[config.mk]
export PLATFORM = sky130hd
export DESIGN_NAME = tau_root_cell
export DESIGN_NICKNAME = d
export VERILOG_FILES = /design/src/rtl/core/tau_pkg.sv /design/src/rtl/core/tau_root_cell.sv
export SDC_FILE = /design/constraint.sdc
export NUM_CORES = 2
export LEC_CHECK = 0
export ABC_AREA = 1
export BUFFER_PORTS_ARGS = -buffer_cell sky130_fd_sc_hd__buf_4
export CAP_MARGIN = 30
export CORE_AREA = 2 2 471 473
export DETAILED_ROUTE_END_ITERATION = 7
export DIE_AREA = 0 0 473 475
export PLACE_DENSITY = 0.53
export SYNTH_ARGS = -nofsm -noshare
export SYNTH_HDL_FRONTEND = slang
export SYNTH_SLANG_ARGS = --single-unit
[constraint.sdc]
create_clock -name i_clk -period 4.6 [get_ports i_clk]
set_clock_uncertainty 0.2 [all_clocks]
set_input_delay 0.92 -clock i_clk [delete_from_list [all_inputs] [get_ports i_clk]]
set_output_delay 0.92 -clock i_clk [all_outputs]
set_load 0.005 [all_outputs]
[src/rtl/core/tau_pkg.sv]
`timescale 1ns / 1ps
package tau_pkg;
    // Default coordinate width, two's complement with eight fraction bits.
    localparam int COORD_WIDTH = 16;
    // One lane for each altitude: A to BC, B to CA, C to AB.
    localparam int NUM_LANES = 3;
    // Front-end pipeline depth before the root cells.
    localparam int FRONT_STAGES = 5;
endpackage

[src/rtl/core/tau_root_cell.sv]
`timescale 1ns / 1ps
module tau_root_cell #(
    parameter int BIT = 0,
    parameter int HB  = 18,
    parameter int E2W = 36,
    parameter int SW  = 73
) (
    input  logic                                     i_clk,
    input  logic                                     i_rst_n,
    input  logic                                     i_en,
    input  logic                                     i_valid,
    input  logic [tau_pkg::NUM_LANES-1:0][SW-1:0]    i_rem,
    input  logic [tau_pkg::NUM_LANES-1:0][SW-1:0]    i_q,
    input  logic [tau_pkg::NUM_LANES-1:0][E2W-1:0]   i_e2,
    input  logic [tau_pkg::NUM_LANES-1:0][HB-1:0]    i_t,
    input  logic [tau_pkg::NUM_LANES-1:0]            i_zero,
    output logic                                     o_valid,
    output logic [tau_pkg::NUM_LANES-1:0][SW-1:0]    o_rem,
    output logic [tau_pkg::NUM_LANES-1:0][SW-1:0]    o_q,
    output logic [tau_pkg::NUM_LANES-1:0][E2W-1:0]   o_e2,
    output logic [tau_pkg::NUM_LANES-1:0][HB-1:0]    o_t,
    output logic [tau_pkg::NUM_LANES-1:0]            o_zero
);
    import tau_pkg::*;

    // With q = t*E and rem = C - t*t*E, setting this bit costs
    // (q << (BIT+1)) + (E << 2*BIT) from the remainder.
    logic                                r_valid;
    logic [NUM_LANES-1:0][SW-1:0]        r_rem, r_q;
    logic [NUM_LANES-1:0][E2W-1:0]       r_e2;
    logic [NUM_LANES-1:0][HB-1:0]        r_t;
    logic [NUM_LANES-1:0]                r_zero;
    logic [NUM_LANES-1:0][SW-1:0]        n_cost;
    logic [NUM_LANES-1:0]                n_take;

    always_comb begin
        for (int l = 0; l < NUM_LANES; l++) begin
            n_cost[l] = (i_q[l] << (BIT + 1)) + (SW'(i_e2[l]) << (2 * BIT));
            n_take[l] = (n_cost[l] <= i_rem[l]);
        end
    end

    always_ff @(posedge i_clk) begin
        if (!i_rst_n) begin
            r_valid <= 1'b0;
        end else if (i_en) begin
            r_valid <= i_valid;
        end
    end

    always_ff @(posedge i_clk) begin
        if (i_en) begin
            for (int l = 0; l < NUM_LANES; l++) begin
                r_e2[l]   <= i_e2[l];
                r_zero[l] <= i_zero[l];
                if (n_take[l]) begin
                    r_rem[l] <= i_rem[l] - n_cost[l];
                    r_q[l]   <= i_q[l] + (SW'(i_e2[l]) << BIT);
                    r_t[l]   <= i_t[l] | (HB'(1) << BIT);
                end else begin
                    r_rem[l] <= i_rem[l];
                    r_q[l]   <= i_q[l];
                    r_t[l]   <= i_t[l];
                end
            end
        end
    end

    assign o_valid = r_valid;
    assign o_rem   = r_rem;
    assign o_q     = r_q;
    assign o_e2    = r_e2;
    assign o_t     = r_t;
    assign o_zero  = r_zero;
endmodule
=== Word-level counts from Yosys, hierarchy flattened ===
Cells that the tools add are included.

* Add/sub/neg operators: 9
* $lt $le $gt $ge: 3
* Muxes and demuxes: 6

{| class="wikitable"
|+ Operator list
! cell !! number
|-
| 73-bit by 36-bit adder with 73-bit output || 6
|-
| 73-bit two-way mux || 6
|-
| 73-bit less-or-equal comparator || 3
|-
| 73-bit subtractor || 3
|}

* Register bits after elaboration: 604
* Output and inout bits: 604

=== Logic depth before layout (Yosys ltp) ===
* Depth in word-level cells: 3
* Depth in mapped cells: 33
* Gate-level depth less buffers: 31

=== Worst setup path after synthesis ===
OpenSTA, ideal clock, no wires.

* Path kind: in2reg
* Start point: in i_q[146] (netlist name)
* End point: reg r_q (netlist bit o_q[149]), data pin
* Data arrival time: 4218 ps
* Path slack: -76 ps
* Stages: 27
* Cells stage by stage: ha_1 -> inv_1 -> fa_1 -> inv_1 -> nand3_1 -> nand2_1 -> nand2_1 -> nand2_1 -> a21oi_1 -> o21ai_0 -> nand3_1 -> nand3_1 -> nand2_1 -> ha_1 -> nand2_1 -> nor2_2 -> nand2_2 -> nor2_2 -> nand2_1 -> nor3_2 -> nor2_1 -> nand2_4 -> inv_4 -> buf_6 -> buf_6 -> nand2_1 -> o21ai_2

* Cells in the longest elaborated chain, start to end: 3
* Elaborated cells on any way between the ends: 4

{| class="wikitable"
|+ Ends and longest elaborated chain
! element !! RTL line !! RTL
|-
| start, declared || tau_root_cell.sv:13 || <nowiki>input logic [tau_pkg::NUM_LANES-1:0][SW-1:0] i_q,</nowiki>
|-
| 73-bit by 36-bit adder with 73-bit output || tau_root_cell.sv:38 || <nowiki>n_cost[l] = (i_q[l] << (BIT + 1)) + (SW'(i_e2[l]) << (2 * BIT));</nowiki>
|-
| 73-bit less-or-equal comparator || tau_root_cell.sv:39 || <nowiki>n_take[l] = (n_cost[l] <= i_rem[l]);</nowiki>
|-
| 73-bit two-way mux (*) || tau_root_cell.sv:56 || <nowiki>if (n_take[l]) begin</nowiki>
|-
| end signal, assigned by index || tau_root_cell.sv:58 || <nowiki>r_q[l] <= i_q[l] + (SW'(i_e2[l]) << BIT);</nowiki>
|-
| end signal, assigned by index || tau_root_cell.sv:62 || <nowiki>r_q[l] <= i_q[l];</nowiki>
|-
| end, declared || tau_root_cell.sv:29 || <nowiki>logic [NUM_LANES-1:0][SW-1:0] r_rem, r_q;</nowiki>
|}

Mark *: on every way between the ends. The rest lies on a longest branch, timed or not.
A chain may end at the register's enable or synchronous reset.

=== Worst setup path after layout ===
* Start point: in i_e2[59] (netlist name)
* End point: reg r_q (netlist bit o_q[91]), data pin

* Cells in the longest elaborated chain, start to end: 3

{| class="wikitable"
|+ Ends and longest elaborated chain
! element !! RTL line !! RTL
|-
| start, declared || tau_root_cell.sv:14 || <nowiki>input logic [tau_pkg::NUM_LANES-1:0][E2W-1:0] i_e2,</nowiki>
|-
| 73-bit by 36-bit adder with 73-bit output || tau_root_cell.sv:38 ||
|-
| 73-bit less-or-equal comparator || tau_root_cell.sv:39 ||
|-
| 73-bit two-way mux || tau_root_cell.sv:56 ||
|}

Every way passes these cells.

==> reports/metrics.yaml <==
critical_path:
  endpoint_kind: "flip-flop"
  timing.rr.start: "o_valid"
  crit_family: "simple AND/OR/NAND/NOR gates"
  setup.worst_path.class: "input port to flip-flop"
  regToRegSetupSlack_ns: 3.74
  critical-path-slowest-cell: "ha_4"
  cp_num_buf_inv: 10
  slowest_delay_ns: 0.36
  rr_worst_depth: 2
  cp_max_fo: 9
  cp_common_cell: "nor2_4"
  arrival_ns: 4.90
  required_ns: 4.90
  critical_path_depth: 30
  start_kind: "input port"
  r2r_end: "o_valid"
timing:
  slew-limit-headroom_pct: 27.3
  final.setup.worst_slack_ns: 0.00623
  tightestPinTransition_ns: 1.09
  setup_viol: 0
  hold_violations: 0
  rsz0062_at_grt: "true"
  slew_violations: 0
  period_share_pct: 99.9
  min_period_ns: 4.59
  fmax_mhz: 218
floorplan:
  rows: 172
  die_h_um: 475
  core_um2: 219000
  initial_utilization_pct: 29.8
  dieArea_um2: 225000
  die_w_um: 473
  ios: 1211
global_routing:
  grt_overflow: 0
  grt_usage_pct: 38.4
  grt_pass1_wl_um: 609000
  grt_max_degree: 77
  grt_pass1_vias: 83600
  antenna_found_initial: 68
clock_network:
  cts_buffers: 78
  clockRootBuffer: "clkbuf_16"
  clkTransAtPathRegs_ns: 0.07
  clock_sinks: 604
  clk_latency_ns: 0.76
  clockBufferDepth: 3
  htree_num_levels: 3
  cts_tree: "done"
worst_hold_path:
  min_from: "i_t[39]"
  hold_depth: 1
  min_path_type: "input port to flip-flop"
  hold_end: "o_t[39]"
synthesis:
  synth_area_um2: 65400
  syn_inst: 10600
  synth_edf_count: 603
  syn_area_per_cell_um2: 6.19
  yosysWarnings: 0
  synth-seq-cells: 604
  synth_seq_area_share_pct: 27.7
  synth-async-reset-ratio_pct: 0
  ys_types: 48
  synth_ff_type: "edfxtp_1"
  synth_nets: 11600
finish:
  final_core_util_pct: 49.7
  fillers: 22500
  drive_gt1_share_pct: 36.5
  multiInputGateArea_um2: 46800
  layout.nets: 15500
  finalNonFillerCells: 17400
  area_growth_pct: 66.5
  ff_latch_area_um2: 18100
power:
  p_int_mw: 18.5
  p_leak_nw: 54.7
  total_power_mw: 31.7
  power.density_nw_per_um2: 291
  ir_drop_v: 0.000280
  clkPwrFrac_pct: 20.9
  switchingPower_mw: 13.2
  p_comb_share_pct: 55.6
  switching_share_pct: 41.5
  power_frac_seq_pct: 23.4
routing:
  ant_nets: 0
  drt_iter0_markers: 7938
  drcViolationCount: 0
  vias_per_cell: 5.05
  vias: 88100
  drt_wl_total_um: 456000
  dr.pass1.iters: 8
  wire_per_inst_um: 26.1
placed_design:
  dp_hpwl_um: 395000
  place_ws_ns: -2.34
  dpl.cell_count: 17100
  portBuffers: 1210
  gp_congestion: 1.12
job:
  drv_cap: 0
run_status:
  status: "finished, final reports clean"
==> routing by layer <==
layer | vias up | GRT usage, % | wire (µm)
met5 | - | 0 | 50
met4 | 8 | 32.1 | 45200
met3 | 1093 | 6.17 | 35200
met2 | 4295 | 60.6 | 199000
met1 | 41300 | 45.9 | 176000
li1 | 41400 | - | -
==> flip-flops by register name, summed over array words and instances (netlist names) <==
name / count
o_e2: 108
o_q: 219
o_rem: 219
o_t: 54
o_valid: 1
o_zero: 3
==> worst max path at each step <==
| stage | slack [ns] | end | start |
|---|---|---|---|
| final | 0.006 | o_q[91] | i_e2[59] |
| after global routing | -0.10 | o_rem[97] | i_q[86] |
| after floorplan | 0.008 | o_q[149] | i_q[146] |
| after detailed placement | -2.34 | o_rem[48] | i_q[20] |
| after global placement | -2.43 | o_rem[48] | i_q[20] |
| after CTS | 0.0002 | o_rem[15] | i_q[0] |
==> cells by family (layout without fill, tap and decap cells) <==
| group | after synthesis | after routing | synth area share [%] |
|---|---|---|---|
| xor gates and xnor gates | 355 | 355 | 4.76 |
| AOI/OAI and AO/OA | 1104 | 1104 | 9.07 |
| buffers and inverters | 1872 | 5830 | 11.4 |
| other | 0 | 49 | 0 |
| and+or+nand+nor | 6190 | 6190 | 38.5 |
| DFF | 604 | 604 | 27.7 |
| adders and majority gates | 441 | 441 | 8.55 |
==> cell type report <==
type | instances | share of cell area, %
Multi-Input combinational cell | 8090 | 43.0
Antenna cell | 49 | 0.113
Tap cell | 2871 | 3.30
Timing Repair Buffer | 3914 | 28.3
Sequential cell | 604 | 16.7
Clock inverter | 48 | 0.545
Clock buffer | 91 | 1.86
Inverter | 1777 | 6.17
==> power by group through the flow <==
stage	registers (mW)	logic, mW	clock network [mW]
floorplan	7.36	6.11	0
global placement	7.53	15.6	0
detailed placement	7.51	15.6	0
CTS	7.42	16.2	6.75
global route	7.46	18.6	6.91
finish	7.43	17.6	6.64
==> cells in the final DEF, fill, tap and decap left out, types with 59 or more instances in the layout <==
cell / netlist / routed
nand4_1: 140 / 140
nor2_2: 25 / 175
nor2_1: 1044 / 808
nand3_1: 661 / 591
o21ai_0: 260 / 143
ha_1: 432 / 214
a21oi_2: 4 / 134
o21ai_2: 25 / 64
o21ai_1: 191 / 265
xnor2_1: 272 / 243
nor3_1: 140 / 125
nand3_2: 3 / 59
clkbuf_16: 0 / 97
buf_12: 0 / 60
buf_4: 17 / 3781
inv_2: 13 / 60
a21oi_1: 504 / 352
nand2_1: 4024 / 3737
edfxtp_1: 603 / 603
nor2_4: 2 / 88
ha_4: 0 / 209
inv_1: 1760 / 1712
nand2_2: 7 / 236
==> worst register-to-register path, stage by stage, from the launching register on <==
cell and delay [ns]:
dfxtp_1 0.31, o21ai_0 0.16, a21oi_1 0.06
==> through the flow <==
step | instance area, µm² | TNS (ns) | hold WS [ns]
after floorplan | 65400 | 0 | 0.325
after global placement | 97200 | -618.79 | 0.325
after detailed placement | 97200 | -598.53 | 0.347
after CTS | 103000 | 0 | 0.0696
after global routing | 109000 | -9.42 | 0.109
final | 109000 | 0 | 0.127
==> cell usage after synthesis, types with 11 or more instances <==
| cell type | count | share of area (%) |
|---|---|---|
| o21ai_0 | 260 | 2.0 |
| nor2_1 | 1044 | 6.0 |
| and2_1 | 22 | 0.21 |
| edfxtp_1 | 603 | 28 |
| or2_2 | 27 | 0.26 |
| clkbuf_1 | 16 | 0.092 |
| xor2_1 | 83 | 1.1 |
| buf_6 | 43 | 0.74 |
| buf_2 | 17 | 0.13 |
| nor3_1 | 140 | 1.1 |
| nor2_2 | 25 | 0.24 |
| nand2_1 | 4024 | 23 |
| o21a_1 | 25 | 0.29 |
| a21o_1 | 13 | 0.15 |
| ha_1 | 432 | 8.3 |
| nor4_1 | 27 | 0.26 |
| a21oi_1 | 504 | 3.9 |
| inv_2 | 13 | 0.075 |
| nand4_1 | 140 | 1.3 |
| a21boi_0 | 11 | 0.13 |
| nand3b_1 | 45 | 0.52 |
| o21ai_2 | 25 | 0.33 |
| inv_1 | 1760 | 10 |
| o21bai_1 | 53 | 0.61 |
| o21ai_1 | 191 | 1.5 |
| xnor2_1 | 272 | 3.6 |
| buf_4 | 17 | 0.20 |
| nand3_1 | 661 | 5.1 |
==> repair_timing <==
action | 4_1_cts | 5_1_grt
resized for setup | 535 | 1123
gates cloned | 5 | 20
pin swaps | 47 | 281
buffers inserted | 30 | 103
hold buffers | 0 | 0
endpoints found under the setup margin | 441 | 441
Power figures use the tool's default switching activity.
